### src/hw/rtl/byte_register_vm_execute_defines.svh
// ----------------------------------------------------------------------------
// Assertion macros for the byte register VM execute block
// Concurrent checks on clk_i with rst_ni held low masking the check.
// ----------------------------------------------------------------------------
`ifndef BYTE_REGISTER_VM_EXECUTE_DEFINES_SVH
`define BYTE_REGISTER_VM_EXECUTE_DEFINES_SVH

`ifndef SYNTHESIS
`define BRV_ASSERT(lbl, prop, msg) \
  lbl: assert property (@(posedge clk_i) disable iff (!rst_ni) (prop)) else $error(msg);
`define BRV_ASSERT_NEXT(lbl, ante, cons, msg) \
  lbl: assert property (@(posedge clk_i) disable iff (!rst_ni) (ante) |=> (cons)) \
    else $error(msg);
`else
`define BRV_ASSERT(lbl, prop, msg)
`define BRV_ASSERT_NEXT(lbl, ante, cons, msg)
`endif

`endif

### src/hw/rtl/brv_pkg.sv
// ----------------------------------------------------------------------------
// brv_pkg
// Shared types and constants of the byte register VM execute block.
// ----------------------------------------------------------------------------
`default_nettype none

package brv_pkg;

  localparam int unsigned STACK_DEPTH_DEF = 16;

  // Decoupling queue, depth must stay a power of two (pointers wrap)
  localparam int unsigned QUEUE_DEPTH = 2;
  localparam int unsigned QPTR_W      = 1;

  localparam logic [11:0] PC_RESET = 12'h200;

  localparam int unsigned IN_TDATA_W  = 24;
  localparam int unsigned OUT_TDATA_W = 48;

  typedef enum logic [2:0] {
    ST_OK      = 3'd0,
    ST_SYS     = 3'd1,
    ST_UNKNOWN = 3'd2,
    ST_UNHAND  = 3'd3,
    ST_STACK   = 3'd4
  } status_e;

  typedef enum logic [4:0] {
    OP_CLS,
    OP_RET,
    OP_SYS,
    OP_JP,
    OP_CALL,
    OP_SE_IMM,
    OP_SNE_IMM,
    OP_SE_REG,
    OP_SNE_REG,
    OP_LD_IMM,
    OP_ADD_IMM,
    OP_MOV,
    OP_OR,
    OP_AND,
    OP_XOR,
    OP_ADD,
    OP_SUB,
    OP_SHR,
    OP_SUBN,
    OP_SHL,
    OP_LD_IDX,
    OP_JP_V0,
    OP_RND,
    OP_LD_DT,
    OP_SET_DT,
    OP_SET_ST,
    OP_ADD_IDX,
    OP_UNHAND,
    OP_UNKNOWN
  } op_e;

  // Decoded instruction; x = nnn[11:8], y = nnn[7:4]
  typedef struct packed {
    op_e         op;
    logic [11:0] nnn;
    logic [7:0]  imm;
  } brv_uop_t;

  typedef struct packed {
    logic        valid;
    brv_uop_t    uop;
  } brv_qhead_t;

  typedef struct packed {
    logic [11:0] pc_next;
    status_e     status;
    logic        clear_screen;
    logic        reg_write_valid;
    logic [3:0]  reg_write_index;
    logic [7:0]  reg_write_value;
    logic        flag_write_valid;
    logic        flag_value;
    logic [15:0] index_value;
  } brv_result_t;

endpackage

`default_nettype wire

### src/hw/rtl/byte_register_vm_execute.sv
// ----------------------------------------------------------------------------
// byte_register_vm_execute
// Executes one 16-bit byte register VM instruction per beat.
// ----------------------------------------------------------------------------
// One instruction per clock is sustained while the output is not stalled:
// the execute stage reads and updates every piece of machine state
// (registers, pc, index, stack, timers), and that stage sets the rate.
// An accepted beat is decoded into a two-entry queue, read from the
// register file as it leaves the queue, executed and registered in the
// result register. Either side may stall without stopping the other
// until the queue fills. The return stack holds STACK_DEPTH entries and
// needs no clearing after reset.
`default_nettype none

module byte_register_vm_execute import brv_pkg::*; #(
  parameter int unsigned STACK_DEPTH = STACK_DEPTH_DEF
) (
  input  wire logic                   clk_i,
  input  wire logic                   rst_ni,
  input  wire logic                   s_axis_tvalid,
  output logic                        s_axis_tready,
  // [15:0] opcode, [23:16] random_byte
  input  wire logic [IN_TDATA_W-1:0]  s_axis_tdata,
  output logic                        m_axis_tvalid,
  input  wire logic                   m_axis_tready,
  // [11:0] pc_next, [14:12] status, [15] clear_screen, [16] reg_write_valid,
  // [20:17] reg_write_index, [28:21] reg_write_value, [29] flag_write_valid,
  // [30] flag_value, [46:31] index_value, [47] zero
  output logic [OUT_TDATA_W-1:0]      m_axis_tdata
);

  brv_uop_t    dec_uop;
  brv_qhead_t  q_head;
  logic        q_full, q_push, q_pop;
  brv_result_t res;

  assign s_axis_tready = !q_full;
  assign q_push        = s_axis_tvalid && !q_full;

  brv_front u_front (
    .opcode_i      (s_axis_tdata[15:0]),
    .random_byte_i (s_axis_tdata[23:16]),
    .uop_o         (dec_uop)
  );

  brv_queue u_queue (
    .clk_i  (clk_i),
    .rst_ni (rst_ni),
    .push_i (q_push),
    .uop_i  (dec_uop),
    .full_o (q_full),
    .pop_i  (q_pop),
    .head_o (q_head)
  );

  brv_back #(
    .STACK_DEPTH (STACK_DEPTH)
  ) u_back (
    .clk_i       (clk_i),
    .rst_ni      (rst_ni),
    .head_i      (q_head),
    .pop_o       (q_pop),
    .out_valid_o (m_axis_tvalid),
    .out_ready_i (m_axis_tready),
    .out_res_o   (res)
  );

  assign m_axis_tdata = {1'b0, res.index_value, res.flag_value, res.flag_write_valid,
                         res.reg_write_value, res.reg_write_index, res.reg_write_valid,
                         res.clear_screen, res.status, res.pc_next};

endmodule

`default_nettype wire

### src/hw/rtl/brv_front.sv
// ----------------------------------------------------------------------------
// brv_front
// Accepts opcode beats and classifies them into decoded instructions.
// ----------------------------------------------------------------------------
`default_nettype none

module brv_front import brv_pkg::*; (
  input  wire logic [15:0] opcode_i,
  input  wire logic [7:0]  random_byte_i,
  output brv_uop_t         uop_o
);

  logic [3:0] n;
  logic [7:0] kk;

  assign n  = opcode_i[3:0];
  assign kk = opcode_i[7:0];

  always_comb begin
    uop_o.op  = OP_UNKNOWN;
    uop_o.nnn = opcode_i[11:0];
    uop_o.imm = kk;
    unique case (opcode_i[15:12])
      4'h0: begin
        if (opcode_i == 16'h00E0) begin
          uop_o.op = OP_CLS;
        end else if (opcode_i == 16'h00EE) begin
          uop_o.op = OP_RET;
        end else begin
          uop_o.op = OP_SYS;
        end
      end
      4'h1: uop_o.op = OP_JP;
      4'h2: uop_o.op = OP_CALL;
      4'h3: uop_o.op = OP_SE_IMM;
      4'h4: uop_o.op = OP_SNE_IMM;
      4'h5: uop_o.op = (n == 4'h0) ? OP_SE_REG : OP_UNKNOWN;
      4'h6: uop_o.op = OP_LD_IMM;
      4'h7: uop_o.op = OP_ADD_IMM;
      4'h8: begin
        unique case (n)
          4'h0:    uop_o.op = OP_MOV;
          4'h1:    uop_o.op = OP_OR;
          4'h2:    uop_o.op = OP_AND;
          4'h3:    uop_o.op = OP_XOR;
          4'h4:    uop_o.op = OP_ADD;
          4'h5:    uop_o.op = OP_SUB;
          4'h6:    uop_o.op = OP_SHR;
          4'h7:    uop_o.op = OP_SUBN;
          4'hE:    uop_o.op = OP_SHL;
          default: uop_o.op = OP_UNKNOWN;
        endcase
      end
      4'h9: uop_o.op = (n == 4'h0) ? OP_SNE_REG : OP_UNKNOWN;
      4'hA: uop_o.op = OP_LD_IDX;
      4'hB: uop_o.op = OP_JP_V0;
      4'hC: begin
        // mask the random byte here so the back end sees a plain immediate
        uop_o.op  = OP_RND;
        uop_o.imm = random_byte_i & kk;
      end
      4'hD: uop_o.op = OP_UNHAND;
      4'hE: uop_o.op = (kk == 8'h9E || kk == 8'hA1) ? OP_UNHAND : OP_UNKNOWN;
      4'hF: begin
        unique case (kk)
          8'h07:   uop_o.op = OP_LD_DT;
          8'h15:   uop_o.op = OP_SET_DT;
          8'h18:   uop_o.op = OP_SET_ST;
          8'h1E:   uop_o.op = OP_ADD_IDX;
          8'h0A, 8'h29, 8'h33, 8'h55, 8'h65: uop_o.op = OP_UNHAND;
          default: uop_o.op = OP_UNKNOWN;
        endcase
      end
      default: uop_o.op = OP_UNKNOWN;
    endcase
  end

endmodule

`default_nettype wire

### src/hw/rtl/brv_queue.sv
// ----------------------------------------------------------------------------
// brv_queue
// Short queue of decoded instructions between front and back end.
// ----------------------------------------------------------------------------
`default_nettype none

module brv_queue import brv_pkg::*; (
  input  wire logic   clk_i,
  input  wire logic   rst_ni,
  input  wire logic   push_i,
  input  brv_uop_t    uop_i,
  output logic        full_o,
  input  wire logic   pop_i,
  output brv_qhead_t  head_o
);

  brv_uop_t            entries_q [QUEUE_DEPTH];
  logic [QPTR_W-1:0]   wr_ptr_q, wr_ptr_d;
  logic [QPTR_W-1:0]   rd_ptr_q, rd_ptr_d;
  logic [QPTR_W:0]     cnt_q, cnt_d;

  assign full_o       = (cnt_q == (QPTR_W+1)'(QUEUE_DEPTH));
  assign head_o.valid = (cnt_q != '0);
  assign head_o.uop   = entries_q[rd_ptr_q];

  always_comb begin
    wr_ptr_d = push_i ? wr_ptr_q + 1'b1 : wr_ptr_q;
    rd_ptr_d = pop_i  ? rd_ptr_q + 1'b1 : rd_ptr_q;
    cnt_d    = cnt_q;
    if (push_i && !pop_i) begin
      cnt_d = cnt_q + 1'b1;
    end else if (pop_i && !push_i) begin
      cnt_d = cnt_q - 1'b1;
    end
  end

  always_ff @(posedge clk_i or negedge rst_ni) begin
    if (!rst_ni) begin
      wr_ptr_q <= '0;
      rd_ptr_q <= '0;
      cnt_q    <= '0;
    end else begin
      wr_ptr_q <= wr_ptr_d;
      rd_ptr_q <= rd_ptr_d;
      cnt_q    <= cnt_d;
    end
  end

  always_ff @(posedge clk_i) begin
    if (push_i) begin
      entries_q[wr_ptr_q] <= uop_i;
    end
  end

endmodule

`default_nettype wire

### src/hw/rtl/brv_back.sv
// ----------------------------------------------------------------------------
// brv_back
// Register read, execute and result register; owns all machine state.
// ----------------------------------------------------------------------------
`default_nettype none

`include "byte_register_vm_execute_defines.svh"

module brv_back import brv_pkg::*; #(
  parameter int unsigned STACK_DEPTH = STACK_DEPTH_DEF
) (
  input  wire logic   clk_i,
  input  wire logic   rst_ni,
  input  brv_qhead_t  head_i,
  output logic        pop_o,
  output logic        out_valid_o,
  input  wire logic   out_ready_i,
  output brv_result_t out_res_o
);

  localparam int unsigned SP_W  = $clog2(STACK_DEPTH + 1);
  localparam int unsigned IDX_W = (STACK_DEPTH > 1) ? $clog2(STACK_DEPTH) : 1;

  // register file: V0..VE in memory, VF and a copy of V0 in flops
  logic [7:0]  regs_mem [16];
  logic [15:0] reg_vld_q;
  logic [7:0]  rdx_q, rdy_q;
  logic        rdx_vld_q, rdy_vld_q;
  logic [7:0]  v0_q, vf_q;

  // last register write, forwarded over the registered read
  logic        lw_valid_q;
  logic [3:0]  lw_idx_q;
  logic [7:0]  lw_val_q;

  logic [11:0] stk_mem [STACK_DEPTH];
  logic [11:0] tos_q;
  logic [SP_W-1:0] sp_q, sp_d, sp_m1;

  logic [11:0] pc_q;
  logic [15:0] index_q, index_d;
  logic [7:0]  dt_q, dt_d, st_q, st_d;

  logic        e_valid_q;
  brv_uop_t    e_uop_q;
  logic        fire, xfer;

  logic        out_valid_q;
  brv_result_t out_res_q, res;

  logic [3:0]  x, y, hx, hy;
  logic [7:0]  vx, vy, mx, my, imm;
  logic [8:0]  sum9;
  logic [11:0] next_pc;
  logic        rw, fw, fval, stk_push, stk_pop;
  logic [7:0]  rval;
  logic [7:0]  vf_d;

  assign fire  = e_valid_q && (!out_valid_q || out_ready_i);
  assign xfer  = head_i.valid && (!e_valid_q || fire);
  assign pop_o = xfer;

  assign out_valid_o = out_valid_q;
  assign out_res_o   = out_res_q;

  assign x   = e_uop_q.nnn[11:8];
  assign y   = e_uop_q.nnn[7:4];
  assign imm = e_uop_q.imm;
  assign hx  = head_i.uop.nnn[11:8];
  assign hy  = head_i.uop.nnn[7:4];

  // memory operand: unwritten entries read as zero
  assign mx = rdx_vld_q ? rdx_q : 8'h00;
  assign my = rdy_vld_q ? rdy_q : 8'h00;

  always_comb begin
    if (x == 4'hF) begin
      vx = vf_q;
    end else if (lw_valid_q && lw_idx_q == x) begin
      vx = lw_val_q;
    end else begin
      vx = mx;
    end
    if (y == 4'hF) begin
      vy = vf_q;
    end else if (lw_valid_q && lw_idx_q == y) begin
      vy = lw_val_q;
    end else begin
      vy = my;
    end
  end

  assign sum9 = {1'b0, vx} + {1'b0, vy};

  always_comb begin
    next_pc  = pc_q + 12'd2;
    res      = '0;
    res.status = ST_OK;
    rw       = 1'b0;
    fw       = 1'b0;
    rval     = 8'h00;
    fval     = 1'b0;
    stk_push = 1'b0;
    stk_pop  = 1'b0;
    index_d  = index_q;
    dt_d     = dt_q;
    st_d     = st_q;
    unique case (e_uop_q.op)
      OP_CLS: res.clear_screen = 1'b1;
      OP_RET: begin
        if (sp_q == '0) begin
          res.status = ST_STACK;
        end else begin
          stk_pop = 1'b1;
          next_pc = tos_q + 12'd2;
        end
      end
      OP_SYS:  res.status = ST_SYS;
      OP_JP:   next_pc = e_uop_q.nnn;
      OP_CALL: begin
        if (sp_q >= SP_W'(STACK_DEPTH)) begin
          res.status = ST_STACK;
        end else begin
          stk_push = 1'b1;
          next_pc  = e_uop_q.nnn;
        end
      end
      OP_SE_IMM:  if (vx == imm) next_pc = pc_q + 12'd4;
      OP_SNE_IMM: if (vx != imm) next_pc = pc_q + 12'd4;
      OP_SE_REG:  if (vx == vy)  next_pc = pc_q + 12'd4;
      OP_SNE_REG: if (vx != vy)  next_pc = pc_q + 12'd4;
      OP_LD_IMM, OP_RND: begin
        rw   = 1'b1;
        rval = imm;
      end
      OP_ADD_IMM: begin
        rw   = 1'b1;
        rval = vx + imm;
      end
      OP_MOV: begin
        rw   = 1'b1;
        rval = vy;
      end
      OP_OR: begin
        rw   = 1'b1;
        rval = vx | vy;
      end
      OP_AND: begin
        rw   = 1'b1;
        rval = vx & vy;
      end
      OP_XOR: begin
        rw   = 1'b1;
        rval = vx ^ vy;
      end
      OP_ADD: begin
        rw   = 1'b1;
        fw   = 1'b1;
        rval = sum9[7:0];
        fval = sum9[8];
      end
      OP_SUB: begin
        rw   = 1'b1;
        fw   = 1'b1;
        rval = vx - vy;
        fval = (vx >= vy);
      end
      OP_SHR: begin
        rw   = 1'b1;
        fw   = 1'b1;
        rval = {1'b0, vx[7:1]};
        fval = vx[0];
      end
      OP_SUBN: begin
        rw   = 1'b1;
        fw   = 1'b1;
        rval = vy - vx;
        fval = (vy >= vx);
      end
      OP_SHL: begin
        rw   = 1'b1;
        fw   = 1'b1;
        rval = {vx[6:0], 1'b0};
        fval = vx[7];
      end
      OP_LD_IDX:  index_d = {4'h0, e_uop_q.nnn};
      OP_JP_V0:   next_pc = e_uop_q.nnn + {4'h0, v0_q};
      OP_LD_DT: begin
        rw   = 1'b1;
        rval = dt_q;
      end
      OP_SET_DT:  dt_d = vx;
      OP_SET_ST:  st_d = vx;
      OP_ADD_IDX: index_d = index_q + {8'h00, vx};
      OP_UNHAND:  res.status = ST_UNHAND;
      OP_UNKNOWN: res.status = ST_UNKNOWN;
      default:    res.status = ST_UNKNOWN;
    endcase

    res.pc_next          = next_pc;
    res.reg_write_valid  = rw;
    res.reg_write_index  = rw ? x : 4'h0;
    res.reg_write_value  = rw ? rval : 8'h00;
    res.flag_write_valid = fw;
    res.flag_value       = fw ? fval : 1'b0;
    res.index_value      = index_d;
  end

  // flag is written after the register
  always_comb begin
    vf_d = vf_q;
    if (rw && x == 4'hF) begin
      vf_d = rval;
    end
    if (fw) begin
      vf_d = {7'h00, fval};
    end
  end

  always_comb begin
    sp_d = sp_q;
    if (stk_push) begin
      sp_d = sp_q + SP_W'(1);
    end else if (stk_pop) begin
      sp_d = sp_q - SP_W'(1);
    end
    sp_m1 = sp_d - SP_W'(1);
  end

  always_ff @(posedge clk_i or negedge rst_ni) begin
    if (!rst_ni) begin
      e_valid_q   <= 1'b0;
      out_valid_q <= 1'b0;
      pc_q        <= PC_RESET;
      index_q     <= '0;
      sp_q        <= '0;
      dt_q        <= '0;
      st_q        <= '0;
      v0_q        <= '0;
      vf_q        <= '0;
      reg_vld_q   <= '0;
      lw_valid_q  <= 1'b0;
    end else begin
      if (xfer) begin
        e_valid_q <= 1'b1;
      end else if (fire) begin
        e_valid_q <= 1'b0;
      end
      if (fire) begin
        out_valid_q <= 1'b1;
      end else if (out_ready_i) begin
        out_valid_q <= 1'b0;
      end
      if (fire) begin
        pc_q       <= next_pc;
        index_q    <= index_d;
        sp_q       <= sp_d;
        dt_q       <= dt_d;
        st_q       <= st_d;
        vf_q       <= vf_d;
        lw_valid_q <= rw && (x != 4'hF);
        if (rw && x == 4'h0) begin
          v0_q <= rval;
        end
        if (rw && x != 4'hF) begin
          reg_vld_q[x] <= 1'b1;
        end
      end
    end
  end

  always_ff @(posedge clk_i) begin
    if (xfer) begin
      e_uop_q   <= head_i.uop;
      rdx_q     <= regs_mem[hx];
      rdy_q     <= regs_mem[hy];
      rdx_vld_q <= reg_vld_q[hx];
      rdy_vld_q <= reg_vld_q[hy];
    end
    if (fire) begin
      out_res_q <= res;
      lw_idx_q  <= x;
      lw_val_q  <= rval;
      if (rw && x != 4'hF) begin
        regs_mem[x] <= rval;
      end
    end
  end

  // return stack with registered top of stack
  always_ff @(posedge clk_i) begin
    if (fire) begin
      if (stk_push) begin
        stk_mem[sp_q[IDX_W-1:0]] <= pc_q;
        tos_q <= pc_q;
      end else begin
        tos_q <= stk_mem[sp_m1[IDX_W-1:0]];
      end
    end
  end

  `BRV_ASSERT(a_sp_range, sp_q <= SP_W'(STACK_DEPTH), "stack pointer beyond depth")
  `BRV_ASSERT_NEXT(a_call_push, fire && stk_push,
                   tos_q == $past(pc_q) && sp_q == $past(sp_q) + SP_W'(1),
                   "call did not push pc")
  `BRV_ASSERT_NEXT(a_ret_target, fire && stk_pop, pc_q == $past(tos_q) + 12'd2,
                   "return went to wrong address")
  `BRV_ASSERT_NEXT(a_stack_err_hold, fire && res.status == ST_STACK,
                   sp_q == $past(sp_q) && pc_q == $past(pc_q) + 12'd2,
                   "stack error changed stack")

endmodule

`default_nettype wire
### config.mk
export PLATFORM = sky130hd
export DESIGN_NAME = byte_register_vm_execute
export DESIGN_NICKNAME = d
export VERILOG_FILES = /design/src/hw/rtl/brv_pkg.sv /design/src/hw/rtl/byte_register_vm_execute.sv /design/src/hw/rtl/brv_front.sv /design/src/hw/rtl/brv_queue.sv /design/src/hw/rtl/brv_back.sv
export VERILOG_INCLUDE_DIRS = /design/src /design/src/hw/rtl
export SDC_FILE = /design/constraint.sdc
export NUM_CORES = 1
export LEC_CHECK = 0
export ABC_AREA = 1
export BUFFER_PORTS_ARGS = -buffer_cell sky130_fd_sc_hd__clkbuf_2
export CORE_MARGIN = 4
export CORE_UTILIZATION = 50
export CTS_CLUSTER_SIZE = 25
export DETAILED_ROUTE_END_ITERATION = 8
export HOLD_SLACK_MARGIN = 0.12
export PLACE_DENSITY = 0.66
export SLEW_MARGIN = 20
export SYNTH_ARGS = -nofsm -noshare
export SYNTH_HDL_FRONTEND = slang
export SYNTH_SLANG_ARGS = --single-unit
### constraint.sdc
create_clock -name clk_i -period 6 [get_ports clk_i]
set_input_delay 1.2 -clock clk_i [delete_from_list [all_inputs] [get_ports clk_i]]
set_output_delay 1.2 -clock clk_i [all_outputs]
set_load 0.1 [all_outputs]
==> results.sh, run 1 <==
export IMPL_status="finished clean"
export IMPL_ys_types=63
export IMPL_ant_nets=0
export IMPL_ctsResizeCount=0
export IMPL_setup_violations=0
export IMPL_hold_path_class="reg2reg"
export IMPL_initialDrtViolationCount=1766
export IMPL_ys_top_cells_by_area="edfxtp_1 51%, nand2_1 9.6%, dfrtp_1 6.9%"
export IMPL_clock_skew_ns=0.03616
export IMPL_firstDrtPassIters=7
export IMPL_worstReg2RegEnd="u_back.regs_mem[14][3]"
export IMPL_worstSetupStartpointType="flop"
export IMPL_worstPathBufferInverterCount=3
export IMPL_path_delay_family="simple AND/OR/NAND/NOR gates"
export IMPL_synth_simple_area_share_pct=19.16
export IMPL_finalHoldViolCount=0
export IMPL_layout_min_cycle_time_ns=5.068
export IMPL_cts_sinks=564
export IMPL_viasPerCell=5.819
export IMPL_synth_top_area_cell="edfxtp_1"
export IMPL_port_buffers=76
export IMPL_htree_num_levels=2
export IMPL_synth_top_family_by_area="simple AND/OR/NAND/NOR gates"
export IMPL_worst_pin_slew_ns=1.115
export IMPL_root_buffer="clkbuf_16"
export IMPL_max_cap_viol_count=0
export IMPL_tritoncts="done"
export IMPL_clockBufferDepth=3
export IMPL_start_util_pct=50.53
export IMPL_ys_seq_elements=564
export IMPL_rows=87
export IMPL_synthMostInstantiatedCell="nand2_1"
export IMPL_syn_cell_area_um2=28550
export IMPL_diodes=0
export IMPL_wl_per_cell_um=22.75
export IMPL_grt_pass1_vias=21734
export IMPL_remaining_drc_errors=0
export IMPL_grt_usage_pct=28.52
export IMPL_post_route_period_util_pct=84.46
export IMPL_synth_main_ff_cell="edfxtp_1"
export IMPL_dp_hpwl_mm=61.52
export IMPL_holdPathStages=0
export IMPL_rsz0062_at_grt="false"
export IMPL_clock_latency_ns=0.65
export IMPL_path_cells="inv_2 > nor2_1 > nor2_1 > nand3_2 > nand3_1 > o211ai_1 > o21ai_0 > inv_1 > ha_1 > inv_1 > a21o_1 > nor2_1 > nand2_1 > nand3_1 > nand3_1 > nor3_1 > nand4_1"
export IMPL_drive_gt1_share_pct=9.279
export IMPL_vias=22646
export IMPL_syn_inst=3010
export IMPL_synth_edf_count=484
export IMPL_grt_ovfl_total=0
export IMPL_antenna_found_initial=0
export IMPL_r2r_slack_ns=0.93
export IMPL_fin_tns_setup_ns=0
export IMPL_gp_congestion=0.9953
export IMPL_synth_top_area_share_pct=50.91
export IMPL_fp_dieH_um=247.0
export IMPL_nNetsFinal=3190
export IMPL_timing_rr_start="u_back.e_uop_q[16]"
export IMPL_worstSetupPathType="reg2reg"
export IMPL_grt_pass1_wl_mm=131.7
export IMPL_ys_warn_count=0
export IMPL_hp_start="u_back.reg_vld_q[15]"
export IMPL_grt_max_degree=90
export IMPL_die_w_um=247.0
export IMPL_fmax_ghz=0.1973
export IMPL_end_kind="flop"
export IMPL_async_flop_share_pct=14.18
export IMPL_cts_setup_buffers=0
export IMPL_wirelength_mm=88.55
export IMPL_path_max_fanout=19
export IMPL_synth_compound_area_share_pct=12.74
export IMPL_die_area_um2=60990
export IMPL_syn2layout_area_growth_pct=11.41
export IMPL_maxSlewViolCount=0
export IMPL_worst_ep_required_time_ns=6.10
export IMPL_hold_path_end="u_back.reg_vld_q[15]"
export IMPL_cts_buffers=59
export IMPL_holdBufCountCts=0
export IMPL_rr_worst_depth=17
export IMPL_clk_pin_slew_ns=0.06
export IMPL_coreArea_um2=56500
export IMPL_seq_area_frac_synth_pct=57.92
export IMPL_synth_commonest_cells="728 x nand2_1, 484 x edfxtp_1, 293 x nand3_1"
export IMPL_max_stage_delay_ns=0.72
export IMPL_synthAdderAreaFrac_pct=3.488
export IMPL_pin_count=78
export IMPL_cp_slowest_cell="nand4_1"
export IMPL_syn_avg_cell_area_um2=9.485
export IMPL_synthMuxAreaShare_pct=0.07012
export IMPL_yosys_area_share_xor_xnor_pct=0.8283
export IMPL_slew_headroom_pct=25.42
export IMPL_cp_arrival_ns=5.17
layout make-up:
cell class | instances | area (µm²)
fill | 4924 | 24690
sequential | 564 | 16540
multi-input combinational | 2031 | 10440
clock buffer | 77 | 1574
inverter | 300 | 1131
tap | 756 | 945.9
timing repair buffer | 130 | 825.8
clock inverter | 34 | 351.6
routing by layer:
| metal | vias up | global-route usage [%] | share of wire, % | wire length, µm |
|---|---|---|---|---|
| li1 | 10648 | - | - | - |
| met1 | 10897 | 35.69 | 39 | 34810 |
| met2 | 875 | 48.28 | 49 | 43550 |
| met3 | 226 | 4.131 | 5.9 | 5266 |
| met4 | 0 | 14.75 | 5.6 | 4922 |
| met5 | - | 0 | 0 | 0 |
how the worst max path moves through the flow:
stage | from | endpoint | slack [ns] | depth (start not counted)
2_1_floorplan | m_axis_tready | u_back.lw_idx_q[0] | 1.56 | 6
3_3_place_gp | u_back.e_uop_q[16] | u_back.lw_val_q[1] | 1.00 | 15
3_5_place_dp | u_back.e_uop_q[16] | u_back.regs_mem[5][3] | 1.04 | 17
4_1_cts | u_back.e_uop_q[16] | u_back.regs_mem[10][3] | 1.01 | 17
5_1_grt | u_back.e_uop_q[16] | u_back.lw_val_q[3] | 0.42 | 19
6_report | u_back.e_uop_q[16] | u_back.regs_mem[14][3] | 0.93 | 17
worst register-to-register path: stages, from the launching register on:
cell and delay [ns]:
edfxtp_1 0.50, inv_2 0.19, nor2_1 0.06, nor2_1 0.24, nand3_2 0.33, nand3_1 0.17
o211ai_1 0.09, o21ai_0 0.22, inv_1 0.29, ha_1 0.63, inv_1 0.13, a21o_1 0.18
nor2_1 0.25, nand2_1 0.09, nand3_1 0.11, nand3_1 0.09, nor3_1 0.23, nand4_1 0.72
registers in the layout, indices dropped and copies added (netlist names), 2 cells and up:
name	cells
u_back.vf_q	8
u_back.lw_idx_q	4
u_back.stk_mem	192
u_back.rdy_q	8
u_back.sp_q	5
u_back.reg_vld_q	16
u_back.rdx_q	8
u_back.lw_val_q	8
u_back.pc_q	12
u_back.index_q	16
u_back.e_uop_q	17
u_queue.entries_q	50
u_back.dt_q	8
u_back.out_res_o	47
u_back.tos_q	12
u_back.imm	8
u_queue.cnt_q	2
u_back.regs_mem	128
u_back.v0_q	8
layout by cell type, fill, tap and decap left out, types with 7 or more instances in the layout:
cell       synthesis  layout
a211oi_1           8       8
a21oi_1          196     196
buf_4              5      52
clkbuf_1          81      15
clkbuf_16          0      59
clkbuf_2           0      75
clkinv_1           4      16
clkinv_2           0       8
conb_1             1       9
dfrtp_1           79      79
edfxtp_1         484     484
ha_1              70      70
inv_1            272     271
inv_2             23      23
nand2_1          728     725
nand3_1          293     293
nand4_1           28      28
nor2_1           160     149
nor2_2             7      18
nor3_1            23      23
o2111ai_1         10      10
o211ai_1          39      39
o21ai_0          269     267
o21ai_1           13      14
o21bai_1           7       7
o221ai_1          39      39
o22ai_1           10      10
o311ai_0           9       9
or2_1              7       7
or2_2             11      11
xor2_1            22      22
per-stage QoR:
| step | utilization [%] | instances | instance area (µm²) | worst slack, ns | hold slack (ns) |
|---|---|---|---|---|---|
| CTS | 56.27 | 3892 | 31790 | 1.010 | 0.4142 |
| floorplan | - | 3018 | 28580 | 1.562 | 0.4389 |
| global route | 56.30 | 3892 | 31810 | 0.4201 | 0.4183 |
| finish | 56.30 | 3892 | 31810 | 0.9322 | 0.4115 |
| global placement | 52.85 | 3781 | 29860 | 1.001 | 0.4028 |
| detailed placement | 52.86 | 3781 | 29860 | 1.036 | 0.3996 |
kinds of logic after synthesis:
family	Yosys count
AO/OA/AOI/OAI	633
XOR/XNOR	27
adder cells (fa/ha/maj)	76
buffers and inverters	423
flip-flops	564
multiplexers	2
other	1
AND/OR/NAND/NOR	1284
Power of run 1 is not shown: default switching activity piles up to over one toggle a cycle in this logic, so the estimate is an artifact.
==> inputs of run 2 (changes only) <==
==> constraint.sdc (replaced) <==
create_clock -name clk_i -period 5.32 [get_ports clk_i]
set_input_delay 1.064 -clock clk_i [delete_from_list [all_inputs] [get_ports clk_i]]
set_output_delay 1.064 -clock clk_i [all_outputs]
set_load 0.1 [all_outputs]
==> run 2 against run 1 <==
Against the previous run:
- die area stayed put
- cell count increased by 0.44%
- via count up 1.4%
- utilization rose by 0.62 points
- register-to-register slack worse by 0.39 ns
- critical endpoint is now u_back.out_res_o[36]
- highest routed layer unchanged
==> results.sh, run 2 (synthesized netlist as in run 1, its figures left out) <==
export IMPL_status="finished clean"
export IMPL_drive_gt1_share_pct=10.12
export IMPL_pin_count=78
export IMPL_dp_hpwl_mm=60.37
export IMPL_clk_pin_slew_ns=0.06
export IMPL_grt_pass1_vias=22107
export IMPL_post_route_period_util_pct=89.76
export IMPL_cp_arrival_ns=5.15
export IMPL_layout_min_cycle_time_ns=4.775
export IMPL_gp_congestion=1.009
export IMPL_grt_pass1_wl_mm=131.1
export IMPL_grt_max_degree=101
export IMPL_ant_nets=0
export IMPL_largest_reg_flops=192
export IMPL_hold_path_class="reg2reg"
export IMPL_worstSetupPathType="reg2reg"
export IMPL_final_cell_mix="724 x nand2_1, 484 x edfxtp_1, 293 x nand3_1"
export IMPL_grt_ovfl_total=0
export IMPL_remaining_drc_errors=0
export IMPL_clock_latency_ns=0.64
export IMPL_initialDrtViolationCount=2333
export IMPL_port_buffers=76
export IMPL_coreArea_um2=56500
export IMPL_r2r_slack_ns=0.54
export IMPL_cts_setup_buffers=0
export IMPL_grt_usage_pct=28.17
export IMPL_cp_startpoint="u_back.e_uop_q[16]"
export IMPL_end_kind="flop"
export IMPL_nNetsFinal=3207
export IMPL_rsz0062_at_grt="false"
export IMPL_ctsResizeCount=0
export IMPL_cts_sinks=564
export IMPL_wl_per_cell_um=22.13
export IMPL_holdBufCountCts=0
export IMPL_clock_skew_ns=0.04359
export IMPL_syn2layout_area_growth_pct=12.64
export IMPL_finalHoldViolCount=0
export IMPL_worst_pin_slew_ns=1.116
export IMPL_die_w_um=247.0
export IMPL_fp_dieH_um=247.0
export IMPL_firstDrtPassIters=6
export IMPL_worstSetupStartpointType="flop"
export IMPL_root_buffer="clkbuf_16"
export IMPL_rows=87
export IMPL_tritoncts="done"
export IMPL_timing_rr_start="u_back.e_uop_q[16]"
export IMPL_final_common_cell="nand2_1"
export IMPL_vias=22969
export IMPL_wirelength_mm=86.49
export IMPL_fmax_ghz=0.2094
export IMPL_rr_worst_depth=20
export IMPL_diodes=0
export IMPL_num_fill_cells=4888
export IMPL_holdPathStages=0
export IMPL_worstReg2RegEnd="u_back.out_res_o[36]"
export IMPL_path_max_fanout=16
export IMPL_antenna_found_initial=0
export IMPL_clockBufferDepth=3
export IMPL_htree_num_levels=2
export IMPL_worst_ep_required_time_ns=5.70
export IMPL_fin_tns_setup_ns=0
export IMPL_cts_buffers=58
export IMPL_slew_headroom_pct=25.58
export IMPL_viasPerCell=5.876
export IMPL_maxSlewViolCount=0
export IMPL_die_area_um2=60990
export IMPL_max_cap_viol_count=0
export IMPL_cp_endpoint="u_back.out_res_o[36]"
export IMPL_start_util_pct=50.53
export IMPL_setup_violations=0
## run 2: cell types whose count changed in the layout (fill, tap and decap cells not counted), sizes merged
cell	change
buf	+18
bufinv	+3
clkbuf	+5
clkinv	-14
clkinvlp	+1
inv	+4
## run 2: worst min path at each step
stage / from / endpoint / slack [ns]
floorplan: u_back.reg_vld_q[13] / u_back.reg_vld_q[13] / 0.44
global placement: u_back.reg_vld_q[15] / u_back.reg_vld_q[15] / 0.39
detailed placement: u_back.reg_vld_q[15] / u_back.reg_vld_q[15] / 0.39
CTS: u_back.reg_vld_q[15] / u_back.reg_vld_q[15] / 0.41
global route: u_back.reg_vld_q[15] / u_back.reg_vld_q[15] / 0.41
finish: u_back.reg_vld_q[15] / u_back.reg_vld_q[15] / 0.40
## run 2: per-stage QoR
step                      cell area, µm²  setup slack [ns]  std cells  hold slack (ns)  utilization [%]
after floorplan                    28580             1.018       3018           0.4389                -
after global placement             30030            0.7498       3799           0.3904            53.16
after detailed placement           30030            0.6627       3799           0.3937            53.16
after CTS                          32140            0.6212       3909           0.4073            56.90
after global routing               32160           0.06670       3909           0.4127            56.92
final                              32160            0.5448       3909           0.4003            56.92
## run 2: final cells by class
type	instances	area, µm²	share of cell area (%)
flip-flops and latches	564	16540	51.42
clock inverters	28	406.6	1.264
multi-input cells	2031	10440	32.45
repair buffers	148	998.5	3.105
inverters	300	1131	3.517
clock buffers	82	1705	5.303
well taps	756	945.9	2.941
## run 2: worst max-delay path, cell delays in order (launching register included)
cell and delay, ns:
edfxtp_1 0.50, inv_2 0.15, nand2_1 0.08, nand2_1 0.05, nor2_1 0.21, nand3_2 0.33
nand3_1 0.16, o211ai_1 0.10, o21ai_0 0.21, inv_1 0.30, ha_1 0.56, nor2_1 0.26
nand2_1 0.13, nor2_2 0.30, nand2_1 0.08, o21ai_0 0.21, inv_2 0.20, a221oi_1 0.29
o21ai_1 0.11, a21oi_1 0.17, nand2_1 0.10
## run 2: metal layers
layer	GRT usage [%]	wire, µm
met1	35.81	33590
met3	4.099	6124
met5	0	0
met4	12.13	4324
met2	48.25	42450
Power of run 2 is left out for the same reason.
